**config.mk**
```make
export PLATFORM = sky130hd
export DESIGN_NAME = hall_sector_angle_estimator_flat
export DESIGN_NICKNAME = d
export VERILOG_FILES = /design/src/hw/rtl/hsae_pkg.sv /design/src/hw/rtl/hsae_if.sv /design/src/hw/rtl/hall_sector_angle_estimator.sv /design/src/hw/rtl/hsae_div.sv /design/src/flat_wrapper.sv
export SDC_FILE = /design/constraint.sdc
export NUM_CORES = 2
export LEC_CHECK = 0
export BUFFER_PORTS_ARGS = -buffer_cell sky130_fd_sc_hd__buf_2
export CORE_MARGIN = 2
export CORE_UTILIZATION = 55
export DETAILED_ROUTE_END_ITERATION = 10
export PLACE_DENSITY = 0.74
export SLEW_MARGIN = 30
export SYNTH_ARGS = -nofsm -noshare
export SYNTH_HDL_FRONTEND = slang
export SYNTH_HIERARCHICAL = 1
export SYNTH_SLANG_ARGS = --single-unit
```
**constraint.sdc**
```tcl
create_clock -name clk -period 6.3 [get_ports clk]
set_input_delay 0.315 -clock clk [delete_from_list [all_inputs] [get_ports clk]]
set_output_delay 0.315 -clock clk [all_outputs]
set_load 0.005 [all_outputs]
```
**src/hw/rtl/hsae_pkg.sv**
```systemverilog
// Shared types, constants and table functions of the Hall sector angle estimator.
package hsae_pkg;

    localparam int SECTORS = 6;

    localparam logic signed [15:0] Q15_15DEG = 16'sd2730;
    localparam logic signed [15:0] Q15_30DEG = 16'sd5460;
    localparam logic [15:0] DECAY_NUM = 16'd10922;
    localparam logic [22:0] STEP_NUM = 23'd4096000;
    localparam logic [15:0] MIN_PERIOD = 16'd20;
    localparam logic [14:0] HALF_SPD_TH = 15'd500;
    localparam logic [14:0] FULL_SPD_TH = 15'd800;
    localparam logic [18:0] ROUND_HALF = 19'd500000;
    localparam logic [19:0] US_PER_S = 20'd1000000;
    localparam logic [15:0] SAT_Q15 = 16'd32767;
    localparam logic [15:0] PERIOD_RST = 16'd10000;
    localparam logic [18:0] SUM_RST = 19'd60000;

    // centre of sector 1 with reset trims, and its +-15 degree window
    localparam logic signed [15:0] ANGLE_RST = -16'sd16384;
    localparam logic signed [15:0] WIN_LO_RST = -16'sd19114;
    localparam logic signed [15:0] WIN_HI_RST = -16'sd13654;

    // divider geometry
    localparam int DIV_NW = 34;
    localparam int DIV_DW = 20;

    // configuration register indexes
    localparam logic [2:0] CFG_REVERSE_DIR = 3'd0;
    localparam logic [2:0] CFG_CW_SHIFT = 3'd1;
    localparam logic [2:0] CFG_CCW_SHIFT = 3'd2;
    localparam logic [2:0] CFG_ANGLE_OFFSET = 3'd3;
    localparam logic [2:0] CFG_SPEED_GAIN = 3'd4;
    localparam logic [2:0] CFG_PWM_FREQ = 3'd5;

    typedef enum logic [2:0] {
        ST_IDLE,
        ST_LOAD,
        ST_WAIT,
        ST_ADV,
        ST_FIN,
        ST_EMIT
    } state_t;

    typedef enum logic [2:0] {
        OP_STALE,
        OP_SPEED,
        OP_STEP,
        OP_SECT,
        OP_CYC,
        OP_DECAY
    } op_t;

    function automatic logic [2:0] next_code(input logic [2:0] c);
        logic [2:0] r;
        unique case (c)
            3'd1: r = 3'd3;
            3'd2: r = 3'd6;
            3'd3: r = 3'd2;
            3'd4: r = 3'd5;
            3'd5: r = 3'd1;
            3'd6: r = 3'd4;
            default: r = 3'd0;
        endcase
        return r;
    endfunction

    function automatic logic [2:0] prev_code(input logic [2:0] c);
        logic [2:0] r;
        unique case (c)
            3'd1: r = 3'd5;
            3'd2: r = 3'd3;
            3'd3: r = 3'd1;
            3'd4: r = 3'd6;
            3'd5: r = 3'd4;
            3'd6: r = 3'd2;
            default: r = 3'd0;
        endcase
        return r;
    endfunction

    function automatic logic signed [15:0] cw_base(input logic [2:0] c);
        logic signed [15:0] r;
        unique case (c)
            3'd1: r = -16'sd21844;
            3'd3: r = -16'sd10922;
            3'd4: r = 16'sd21844;
            3'd5: r = 16'sd32767;
            3'd6: r = 16'sd10922;
            default: r = 16'sd0;
        endcase
        return r;
    endfunction

    function automatic logic signed [15:0] ccw_base(input logic [2:0] c);
        logic signed [15:0] r;
        unique case (c)
            3'd1: r = 16'sd32767;
            3'd2: r = 16'sd10922;
            3'd3: r = 16'sd21844;
            3'd4: r = -16'sd10922;
            3'd5: r = -16'sd21844;
            default: r = 16'sd0;
        endcase
        return r;
    endfunction

    // sector centre, wrapped to 16 bits
    function automatic logic signed [15:0] centre_of(
        input logic [2:0] c,
        input logic rev,
        input logic signed [15:0] cw_sh,
        input logic signed [15:0] ccw_sh,
        input logic signed [15:0] offs
    );
        logic signed [15:0] r;
        if (rev)
        begin
            r = ccw_base(c) + Q15_30DEG + ccw_sh + offs;
        end
        else
        begin
            r = cw_base(c) + Q15_30DEG + cw_sh + offs;
        end
        return r;
    endfunction

endpackage

```
**src/hw/rtl/hsae_if.sv**
```systemverilog
// Channel interfaces: Hall input word and estimate output word.
interface hsae_in_if;
    logic valid;
    logic ready;
    logic [2:0] hall_code;
    logic [15:0] edge_period;

    modport source (output valid, output hall_code, output edge_period, input ready);
    modport sink (input valid, input hall_code, input edge_period, output ready);
endinterface

interface hsae_out_if;
    logic valid;
    logic ready;
    logic signed [15:0] rotor_angle;
    logic signed [15:0] angle_step;
    logic signed [15:0] speed_raw;
    logic signed [15:0] speed_filtered;
    logic signed [1:0] edge_direction;
    logic locked;
    logic hall_fault;

    modport source (
        output valid, output rotor_angle, output angle_step, output speed_raw,
        output speed_filtered, output edge_direction, output locked,
        output hall_fault, input ready
    );
    modport sink (
        input valid, input rotor_angle, input angle_step, input speed_raw,
        input speed_filtered, input edge_direction, input locked,
        input hall_fault, output ready
    );
endinterface

```
**src/hw/rtl/hall_sector_angle_estimator.sv**
```systemverilog
// Top level: Hall sector angle estimator with a shared serial divider.
//  channel   dir  kind           payload
//  hall_in   in   valid/ready    hall_code, edge_period
//  est_out   out  valid/ready    rotor_angle .. hall_fault
//  cfg       in   write only     cfg_we, cfg_index, cfg_wdata
// One word at a time. A word with no edge needs no division, or one when the
// step decays. An edge word runs up to five divisions in the serial divider,
// three when the predicted step is zero. Reset loads the six-period ring and
// sector 1 centre at once. A stalled output holds the next word in ST_EMIT.
module hall_sector_angle_estimator #(
    parameter int TIMEOUT_CYCLES = 2500
) (
    input  logic        clk,
    input  logic        rst_n,
    hsae_in_if.sink     hall_in,
    hsae_out_if.source  est_out,
    input  logic        cfg_we,
    input  logic [2:0]  cfg_index,
    input  logic [30:0] cfg_wdata
);
    import hsae_pkg::*;

    localparam logic [15:0] TIMEOUT_W = 16'(TIMEOUT_CYCLES);

    // configuration
    logic               rev_reg;
    logic signed [15:0] cw_reg, ccw_reg, offs_reg;
    logic [30:0]        gain_reg;
    logic [16:0]        pwm_reg;

    always_ff @(posedge clk or negedge rst_n)
    begin
        if (!rst_n)
        begin
            rev_reg <= 1'b0;
            cw_reg <= 16'sd0;
            ccw_reg <= -16'sd1200;
            offs_reg <= 16'sd0;
            gain_reg <= '0;
            pwm_reg <= 17'd16000;
        end
        else if (cfg_we)
        begin
            unique case (cfg_index)
                CFG_REVERSE_DIR: rev_reg <= cfg_wdata[0];
                CFG_CW_SHIFT: cw_reg <= cfg_wdata[15:0];
                CFG_CCW_SHIFT: ccw_reg <= cfg_wdata[15:0];
                CFG_ANGLE_OFFSET: offs_reg <= cfg_wdata[15:0];
                CFG_SPEED_GAIN: gain_reg <= cfg_wdata;
                CFG_PWM_FREQ: pwm_reg <= cfg_wdata[16:0];
                default: ;
            endcase
        end
    end

    // estimator state
    state_t             state_reg, state_next;
    op_t                op_reg, op_next;
    logic [2:0]         code_reg, code_next;
    logic [15:0]        period_reg, period_next;
    logic               fault_reg, fault_next;
    logic [2:0]         prev_reg, prev_next;
    logic [15:0]        ring_reg [SECTORS];
    logic [15:0]        ring_next [SECTORS];
    logic [2:0]         idx_reg, idx_next;
    logic [18:0]        sum_reg, sum_next;
    logic [15:0]        spd_reg, spd_next;
    logic [15:0]        avg_reg, avg_next;
    logic [15:0]        pred_reg, pred_next;
    logic [15:0]        target_reg, target_next;
    logic [15:0]        idle_reg, idle_next;
    logic [15:0]        since_reg, since_next;
    logic signed [15:0] angle_reg, angle_next;
    logic signed [15:0] lo_reg, lo_next;
    logic signed [15:0] hi_reg, hi_next;
    logic signed [1:0]  dir_reg, dir_next;
    logic               lock_reg, lock_next;
    logic signed [15:0] step_reg, step_next;
    logic [DIV_NW-1:0]  mul_reg, mul_next;
    logic               ovalid_reg, ovalid_next;
    logic signed [15:0] o_angle_reg, o_step_reg, o_spd_reg, o_avg_reg;
    logic signed [1:0]  o_dir_reg;
    logic               o_lock_reg, o_fault_reg;
    logic               load_out;

    logic              div_start, div_done;
    logic [DIV_NW-1:0] div_num, div_quo;
    logic [DIV_DW-1:0] div_den;

    hsae_div #(.NW(DIV_NW), .DW(DIV_DW)) u_div (
        .clk(clk), .rst_n(rst_n), .start(div_start), .num(div_num),
        .den(div_den), .done(div_done), .quo(div_quo)
    );

    // scratch
    logic               fault_in, edge_in;
    logic [15:0]        idle_inc, since_inc;
    logic [18:0]        stale;
    logic [15:0]        per_c;
    logic [2:0]         idx_n;
    logic [18:0]        sum_n;
    logic [15:0]        sat_q;
    logic [17:0]        avg3;
    logic signed [15:0] s, a, ctr, w;
    logic               in_win, half;

    always_comb
    begin
        state_next = state_reg;
        op_next = op_reg;
        code_next = code_reg;
        period_next = period_reg;
        fault_next = fault_reg;
        prev_next = prev_reg;
        ring_next = ring_reg;
        idx_next = idx_reg;
        sum_next = sum_reg;
        spd_next = spd_reg;
        avg_next = avg_reg;
        pred_next = pred_reg;
        target_next = target_reg;
        idle_next = idle_reg;
        since_next = since_reg;
        angle_next = angle_reg;
        lo_next = lo_reg;
        hi_next = hi_reg;
        dir_next = dir_reg;
        lock_next = lock_reg;
        step_next = step_reg;
        mul_next = mul_reg;
        ovalid_next = ovalid_reg && !est_out.ready;
        load_out = 1'b0;
        div_start = 1'b0;
        div_num = '0;
        div_den = '0;

        fault_in = (hall_in.hall_code == 3'd0) || (hall_in.hall_code == 3'd7);
        edge_in = !fault_in && (hall_in.hall_code != prev_reg);
        idle_inc = (idle_reg == 16'hFFFF) ? idle_reg : idle_reg + 16'd1;
        since_inc = (since_reg == 16'hFFFF) ? since_reg : since_reg + 16'd1;
        stale = {div_quo[17:0], 1'b0};
        per_c = period_reg;
        idx_n = (idx_reg == 3'(SECTORS - 1)) ? 3'd0 : idx_reg + 3'd1;
        sum_n = '0;
        sat_q = (div_quo > DIV_NW'(SAT_Q15)) ? SAT_Q15 : div_quo[15:0];
        avg3 = 18'(avg_reg) * 18'd3 + 18'(sat_q);
        s = rev_reg ? -step_reg : step_reg;
        a = angle_reg + s;
        if (lo_reg <= hi_reg)
        begin
            in_win = (a >= lo_reg) && (a <= hi_reg);
        end
        else
        begin
            in_win = (a >= lo_reg) || (a <= hi_reg);
        end
        ctr = centre_of(code_reg, rev_reg, cw_reg, ccw_reg, offs_reg);
        half = ((spd_reg[14:0] < HALF_SPD_TH) || (dir_reg == 2'sd0))
            && !(spd_reg[14:0] >= FULL_SPD_TH);
        w = half ? Q15_15DEG : Q15_30DEG;

        unique case (state_reg)
            ST_IDLE:
            begin
                if (hall_in.valid)
                begin
                    code_next = hall_in.hall_code;
                    fault_next = fault_in;
                    period_next = (hall_in.edge_period < MIN_PERIOD) ? MIN_PERIOD
                                                                     : hall_in.edge_period;
                    if (edge_in)
                    begin
                        if (hall_in.hall_code == next_code(prev_reg))
                        begin
                            dir_next = 2'sd1;
                        end
                        else if (hall_in.hall_code == prev_code(prev_reg))
                        begin
                            dir_next = -2'sd1;
                        end
                        else
                        begin
                            dir_next = 2'sd0;
                        end
                        idle_next = '0;
                        since_next = '0;
                        op_next = OP_STALE;
                        state_next = ST_LOAD;
                    end
                    else
                    begin
                        idle_next = idle_inc;
                        since_next = since_inc;
                        if (idle_inc >= TIMEOUT_W)
                        begin
                            spd_next = '0;
                            avg_next = '0;
                            pred_next = '0;
                            step_next = '0;
                            lock_next = 1'b0;
                            angle_next = centre_of(prev_reg, rev_reg, cw_reg, ccw_reg,
                                                   offs_reg);
                            lo_next = angle_next - Q15_15DEG;
                            hi_next = angle_next + Q15_15DEG;
                            state_next = ST_EMIT;
                        end
                        else if (target_reg != 16'd0 && since_inc > target_reg)
                        begin
                            op_next = OP_DECAY;
                            state_next = ST_LOAD;
                        end
                        else
                        begin
                            step_next = pred_reg;
                            state_next = ST_ADV;
                        end
                    end
                end
            end
            ST_LOAD:
            begin
                div_start = 1'b1;
                unique case (op_reg)
                    OP_STALE: begin div_num = DIV_NW'(sum_reg); div_den = DIV_DW'(SECTORS); end
                    OP_SPEED: begin div_num = DIV_NW'(gain_reg); div_den = DIV_DW'(sum_reg); end
                    OP_STEP: begin div_num = DIV_NW'(STEP_NUM); div_den = DIV_DW'(sum_reg); end
                    OP_SECT: begin div_num = DIV_NW'(sum_reg); div_den = DIV_DW'(SECTORS); end
                    OP_CYC: begin div_num = mul_reg; div_den = US_PER_S; end
                    OP_DECAY: begin div_num = DIV_NW'(DECAY_NUM); div_den = DIV_DW'(since_reg); end
                    default: ;
                endcase
                state_next = ST_WAIT;
            end
            ST_WAIT:
            begin
                if (div_done)
                begin
                    unique case (op_reg)
                        OP_STALE:
                        begin
                            if (stale != '0 && 19'(period_reg) > stale)
                            begin
                                per_c = stale[15:0];
                            end
                            sum_n = sum_reg - 19'(ring_reg[idx_n]) + 19'(per_c);
                            ring_next[idx_n] = per_c;
                            idx_next = idx_n;
                            sum_next = sum_n;
                            op_next = OP_SPEED;
                            state_next = ST_LOAD;
                        end
                        OP_SPEED:
                        begin
                            spd_next = sat_q;
                            avg_next = (avg_reg == '0) ? sat_q : avg3[17:2];
                            op_next = OP_STEP;
                            state_next = ST_LOAD;
                        end
                        OP_STEP:
                        begin
                            pred_next = sat_q;
                            if (sat_q == '0)
                            begin
                                target_next = TIMEOUT_W;
                                state_next = ST_FIN;
                            end
                            else
                            begin
                                op_next = OP_SECT;
                                state_next = ST_LOAD;
                            end
                        end
                        OP_SECT:
                        begin
                            mul_next = DIV_NW'(div_quo[16:0]) * DIV_NW'(pwm_reg)
                                + DIV_NW'(ROUND_HALF);
                            op_next = OP_CYC;
                            state_next = ST_LOAD;
                        end
                        OP_CYC:
                        begin
                            if (div_quo == '0)
                            begin
                                target_next = 16'd1;
                            end
                            else if (div_quo > DIV_NW'(16'hFFFF))
                            begin
                                target_next = 16'hFFFF;
                            end
                            else
                            begin
                                target_next = div_quo[15:0];
                            end
                            state_next = ST_FIN;
                        end
                        OP_DECAY:
                        begin
                            step_next = div_quo[15:0];
                            state_next = ST_ADV;
                        end
                        default: ;
                    endcase
                end
            end
            ST_ADV:
            begin
                angle_next = in_win ? a : (s[15] ? lo_reg : hi_reg);
                step_next = s;
                state_next = ST_EMIT;
            end
            ST_FIN:
            begin
                angle_next = ctr;
                lo_next = ctr - w;
                hi_next = ctr + w;
                lock_next = (dir_reg != 2'sd0);
                prev_next = code_reg;
                step_next = pred_reg;
                state_next = ST_EMIT;
            end
            ST_EMIT:
            begin
                if (!ovalid_reg || est_out.ready)
                begin
                    load_out = 1'b1;
                    ovalid_next = 1'b1;
                    state_next = ST_IDLE;
                end
            end
            default: state_next = ST_IDLE;
        endcase
    end

    always_ff @(posedge clk or negedge rst_n)
    begin
        if (!rst_n)
        begin
            state_reg <= ST_IDLE;
            op_reg <= OP_STALE;
            prev_reg <= 3'd1;
            for (int i = 0; i < SECTORS; i++)
            begin
                ring_reg[i] <= PERIOD_RST;
            end
            idx_reg <= '0;
            sum_reg <= SUM_RST;
            spd_reg <= '0;
            avg_reg <= '0;
            pred_reg <= '0;
            target_reg <= TIMEOUT_W;
            idle_reg <= '0;
            since_reg <= '0;
            angle_reg <= ANGLE_RST;
            lo_reg <= WIN_LO_RST;
            hi_reg <= WIN_HI_RST;
            dir_reg <= 2'sd0;
            lock_reg <= 1'b0;
            ovalid_reg <= 1'b0;
        end
        else
        begin
            state_reg <= state_next;
            op_reg <= op_next;
            prev_reg <= prev_next;
            ring_reg <= ring_next;
            idx_reg <= idx_next;
            sum_reg <= sum_next;
            spd_reg <= spd_next;
            avg_reg <= avg_next;
            pred_reg <= pred_next;
            target_reg <= target_next;
            idle_reg <= idle_next;
            since_reg <= since_next;
            angle_reg <= angle_next;
            lo_reg <= lo_next;
            hi_reg <= hi_next;
            dir_reg <= dir_next;
            lock_reg <= lock_next;
            ovalid_reg <= ovalid_next;
        end
    end

    always_ff @(posedge clk)
    begin
        code_reg <= code_next;
        period_reg <= period_next;
        fault_reg <= fault_next;
        step_reg <= step_next;
        mul_reg <= mul_next;
        if (load_out)
        begin
            o_angle_reg <= angle_reg;
            o_step_reg <= step_reg;
            o_spd_reg <= spd_reg;
            o_avg_reg <= avg_reg;
            o_dir_reg <= dir_reg;
            o_lock_reg <= lock_reg;
            o_fault_reg <= fault_reg;
        end
    end

    assign hall_in.ready = (state_reg == ST_IDLE);
    assign est_out.valid = ovalid_reg;
    assign est_out.rotor_angle = o_angle_reg;
    assign est_out.angle_step = o_step_reg;
    assign est_out.speed_raw = o_spd_reg;
    assign est_out.speed_filtered = o_avg_reg;
    assign est_out.edge_direction = o_dir_reg;
    assign est_out.locked = o_lock_reg;
    assign est_out.hall_fault = o_fault_reg;
endmodule

```
**src/hw/rtl/hsae_div.sv**
```systemverilog
// Restoring serial divider: one quotient bit per cycle.
module hsae_div #(
    parameter int NW = 34,
    parameter int DW = 20
) (
    input  logic          clk,
    input  logic          rst_n,
    input  logic          start,
    input  logic [NW-1:0] num,
    input  logic [DW-1:0] den,
    output logic          done,
    output logic [NW-1:0] quo
);
    localparam int CW = $clog2(NW + 1);

    logic [NW-1:0] num_reg, num_next;
    logic [DW-1:0] den_reg, den_next;
    logic [DW-1:0] rem_reg, rem_next;
    logic [CW-1:0] cnt_reg, cnt_next;
    logic          busy_reg, busy_next;
    logic          done_reg, done_next;
    logic [DW:0]   trial;
    logic [DW:0]   diff;
    logic          ge;

    always_comb
    begin
        trial = {rem_reg, num_reg[NW-1]};
        ge = trial >= {1'b0, den_reg};
        diff = trial - {1'b0, den_reg};
        num_next = num_reg;
        den_next = den_reg;
        rem_next = rem_reg;
        cnt_next = cnt_reg;
        busy_next = busy_reg;
        done_next = 1'b0;
        if (start)
        begin
            num_next = num;
            den_next = den;
            rem_next = '0;
            cnt_next = CW'(NW);
            busy_next = 1'b1;
        end
        else if (busy_reg)
        begin
            rem_next = ge ? diff[DW-1:0] : trial[DW-1:0];
            num_next = {num_reg[NW-2:0], ge};
            cnt_next = cnt_reg - 1'b1;
            if (cnt_reg == CW'(1))
            begin
                busy_next = 1'b0;
                done_next = 1'b1;
            end
        end
    end

    always_ff @(posedge clk or negedge rst_n)
    begin
        if (!rst_n)
        begin
            cnt_reg <= '0;
            busy_reg <= 1'b0;
            done_reg <= 1'b0;
        end
        else
        begin
            cnt_reg <= cnt_next;
            busy_reg <= busy_next;
            done_reg <= done_next;
        end
    end

    always_ff @(posedge clk)
    begin
        num_reg <= num_next;
        den_reg <= den_next;
        rem_reg <= rem_next;
    end

    assign done = done_reg;
    assign quo = num_reg;
endmodule
```
**src/flat_wrapper.sv**
```systemverilog
// flat-port wrapper written by rule: the top's interface ports become plain ports
module hall_sector_angle_estimator_flat import hsae_pkg::*;
#(
    parameter int TIMEOUT_CYCLES = 2500
)
  (clk, rst_n, cfg_we, cfg_index, cfg_wdata, hall_in_valid, hall_in_hall_code, hall_in_edge_period, hall_in_ready, est_out_valid, est_out_rotor_angle, est_out_angle_step, est_out_speed_raw, est_out_speed_filtered, est_out_edge_direction, est_out_locked, est_out_hall_fault, est_out_ready);
  hsae_in_if hall_in_i ();
  hsae_out_if est_out_i ();
  input  logic clk;
  input  logic rst_n;
  input  logic cfg_we;
  input  logic [2:0] cfg_index;
  input  logic [30:0] cfg_wdata;
  input wire logic [$bits(hall_in_i.valid)-1:0] hall_in_valid;
  input wire logic [$bits(hall_in_i.hall_code)-1:0] hall_in_hall_code;
  input wire logic [$bits(hall_in_i.edge_period)-1:0] hall_in_edge_period;
  output wire logic [$bits(hall_in_i.ready)-1:0] hall_in_ready;
  output wire logic [$bits(est_out_i.valid)-1:0] est_out_valid;
  output wire logic [$bits(est_out_i.rotor_angle)-1:0] est_out_rotor_angle;
  output wire logic [$bits(est_out_i.angle_step)-1:0] est_out_angle_step;
  output wire logic [$bits(est_out_i.speed_raw)-1:0] est_out_speed_raw;
  output wire logic [$bits(est_out_i.speed_filtered)-1:0] est_out_speed_filtered;
  output wire logic [$bits(est_out_i.edge_direction)-1:0] est_out_edge_direction;
  output wire logic [$bits(est_out_i.locked)-1:0] est_out_locked;
  output wire logic [$bits(est_out_i.hall_fault)-1:0] est_out_hall_fault;
  input wire logic [$bits(est_out_i.ready)-1:0] est_out_ready;
  assign hall_in_i.valid = hall_in_valid;
  assign hall_in_i.hall_code = hall_in_hall_code;
  assign hall_in_i.edge_period = hall_in_edge_period;
  assign hall_in_ready = hall_in_i.ready;
  assign est_out_valid = est_out_i.valid;
  assign est_out_rotor_angle = est_out_i.rotor_angle;
  assign est_out_angle_step = est_out_i.angle_step;
  assign est_out_speed_raw = est_out_i.speed_raw;
  assign est_out_speed_filtered = est_out_i.speed_filtered;
  assign est_out_edge_direction = est_out_i.edge_direction;
  assign est_out_locked = est_out_i.locked;
  assign est_out_hall_fault = est_out_i.hall_fault;
  assign est_out_i.ready = est_out_ready;
  hall_sector_angle_estimator #(.TIMEOUT_CYCLES(TIMEOUT_CYCLES)) u_core (.clk(clk), .rst_n(rst_n), .hall_in(hall_in_i), .est_out(est_out_i), .cfg_we(cfg_we), .cfg_index(cfg_index), .cfg_wdata(cfg_wdata));
endmodule
```
==> qor.yml <==
syn-cell-area_um2: 49000
max_freq_mhz: 164
die_w_um: 302
syn-num-nets: 6001
crit_required_ns: 6.67
dieArea_um2: 91500
post-route-min-period_ns: 6.11
clock_latency_ns: 0.65
cts_buffers: 71
overflow: 0
fin_util_pct: 61.9
port_buffers: 127
synthFlopType: "dfrtp_1"
yosysMostFrequentCell: "inv_1"
synth_top_area_share_pct: 15.4
cts_buffer_depth: 3
cp-end-kind: "register"
fp.coreArea_um2: 88400
fillers: 7359
crit_chain: "buf_4 -> nand2_1 -> fa_1 -> inv_1 -> fa_1 -> inv_1 -> fa_1 -> inv_1 -> fa_1 -> fa_1 -> inv_1 -> fa_1 -> inv_1 -> ha_1 -> a21oi_2 -> o21ai_2 -> a21oi_4 -> o21ai_2 -> o22a_2 -> a211o_1 -> a21oi_2 -> xnor2_1"
worst-setup-path-type: "reg -> reg"
grt_max_degree: 158
maxCapViolCount: 0
finish.instance_area_um2: 54700
yosys.area.top_type: "dfrtp_1"
track_usage_pct: 30.7
nets: 6183
drtAntennaViolNets: 0
ctsRootBufferMaster: "clkbuf_16"
path_clk_slew_ns: 0.06
dieHeight_um: 302
yosysWarnings: 6
worstPathMaxFanout: 6
hold_viol: 0
cp.arrival_ns: 6.48
antenna_found_initial: 10
rows: 109
grt_pass1_vias: 38100
clock_sinks: 590
dr.pass1.iters: 6
final-instance-count-excl-fill: 6624
critical_path.most_common_cell: "fa_1"
place_area_um2: 51600
synthDistinctLibCells: 105
avgSynthCellArea_um2: 9.39
grt_pass1_wl_um: 217000
drv_slew: 0
yosys-top-cells-count: "inv_1, nand2_1, ha_1"
cp_top_family: "adder cells"
crit_buf_inv: 6
largest_register_ffs: 96
drt_iter0_markers: 3751
tightest_slew_ns: 1.03
slowest_delay_ns: 0.62
wl_per_cell_um: 21.1
finClkSkew_ns: 0.0455
seq_area_frac_synth_pct: 32.1
htreeDepth: 3
start_util_pct: 55.4
synth_edf_count: 192
drc: 0
syn_inst: 5218
synth_seq_cells: 590
hp-class: "in -> reg"
crit_path_start_kind: "register"
layout-drive-gt1-share_pct: 14.4
via_count: 39500
cts_tree: "done"
multi_input_area_um2: 30200
area_growth_pct: 11.6
io_pins: 128
dp_cells: 6444
slew-limit-headroom_pct: 30.9
rrSetupSlack_ns: 0.19
wirelength_um: 140000
synth_area_leaders: "dfrtp_1, fa_1, edfxtp_1"
dp_hpwl_um: 106000
slowest_stage: "dfstp_2"
gp_congestion: 0.945
post_drt_via_cell_ratio: 5.96
synthArstFlopShare_pct: 64.1
ff_latch_area_um2: 15700
fin_crit_sh_pct: 97.0
final-setup-viol-count: 0
status: "completed"
[metal layers]
layer / track usage (%) / part of all wire (%)
met5: 0 / 0.029
met4: 10.1 / 3.2
met3: 6.17 / 9.2
met2: 47.7 / 45
met1: 43.2 / 43
[repair_timing]
item                       CTS  global route
hold endpoints to repair   111             0
setup buffers                1            16
pin swaps                    1            18
setup endpoints to repair    4            33
hold buffers                30             0
resized for setup            2            40
cloned                       0             1
[final timing paths]
check	end	cells past startpoint	start
worst max-delay path	u_core/mul_reg[33]	22	u_core/pwm_reg[7]
worst min-delay path	u_core/period_reg[0]	2	hall_in_edge_period[0]
worst max register to register	u_core/mul_reg[33]	22	u_core/pwm_reg[7]
worst min register to register	u_core/est_out.speed_raw[0]	0	u_core/spd_reg[0]
max in group asynchronous	u_core/ring_reg[17]	4	rst_n
min in group asynchronous	u_core/offs_reg[5]	2	rst_n
[cell type report]
cell class	instances	share of cell area, %
Sequential cell	590	28.7
Tap cell	1165	2.66
Timing Repair Buffer	368	4.80
Clock buffer	89	3.58
Multi-Input combinational cell	3774	55.2
Clock inverter	41	0.922
Inverter	595	4.08
Antenna cell	2	0.00915
[cells by family after synthesis]
kind of cell | share of synthesized area (%)
xor gates and xnor gates | 3.66
and+or+nand+nor | 14.6
AOI/OAI and AO/OA | 14.6
buffers and inverters | 6.71
adders and majority gates | 23.6
DFF | 32.1
muxes | 4.77
other | 0.00765
[placed cells by master (no fill, tap or decap), types with 25 or more instances in the layout]
cell           instances
a211oi_1              29
a21o_1                56
a21oi_1              297
a22oi_1               36
a31oi_1               25
and2_1               168
and3_1                31
buf_2                126
buf_4                203
clkbuf_16             74
dfrtp_1              300
dfstp_2               76
dlygate4sd3_1         30
edfxtp_1             192
fa_1                 326
ha_1                 392
inv_1                590
mux2_2               157
mux2i_1               55
nand2_1              549
nand2b_1              46
nand3_1               61
nand4_1               30
nor2_1               325
nor2b_1               71
nor3_1                72
nor4_1                28
o211ai_1              49
o21a_1                38
o21ai_0              341
o31ai_1               33
xnor2_1              129
xor2_1                73
[worst register-to-register path: cells and delay by family, from the launching register on]
kind | cells | cell delay (ns)
compound gates | 7 | 1.24
xor+xnor | 1 | 0.08
fa+ha+maj | 7 | 3.43
buf+inv | 6 | 0.42
flops | 1 | 0.62
simple gates | 1 | 0.07
[stage by stage]
| step | TNS (ns) | hold WS [ns] | setup WS [ns] |
|---|---|---|---|
| after CTS | 0 | 0.00396 | 0.00447 |
| final | 0 | 0.0313 | 0.191 |
| after floorplan | 0 | 0.0194 | 0.0543 |
| after detailed placement | -0.148 | 0.423 | -0.0476 |
| after global placement | 0 | 0.416 | 0.0219 |
| after global routing | -0.00572 | 0.0155 | -0.00572 |
Power is not shown: default switching activity piles up to over one toggle a cycle in this logic, so the estimate is an artifact.
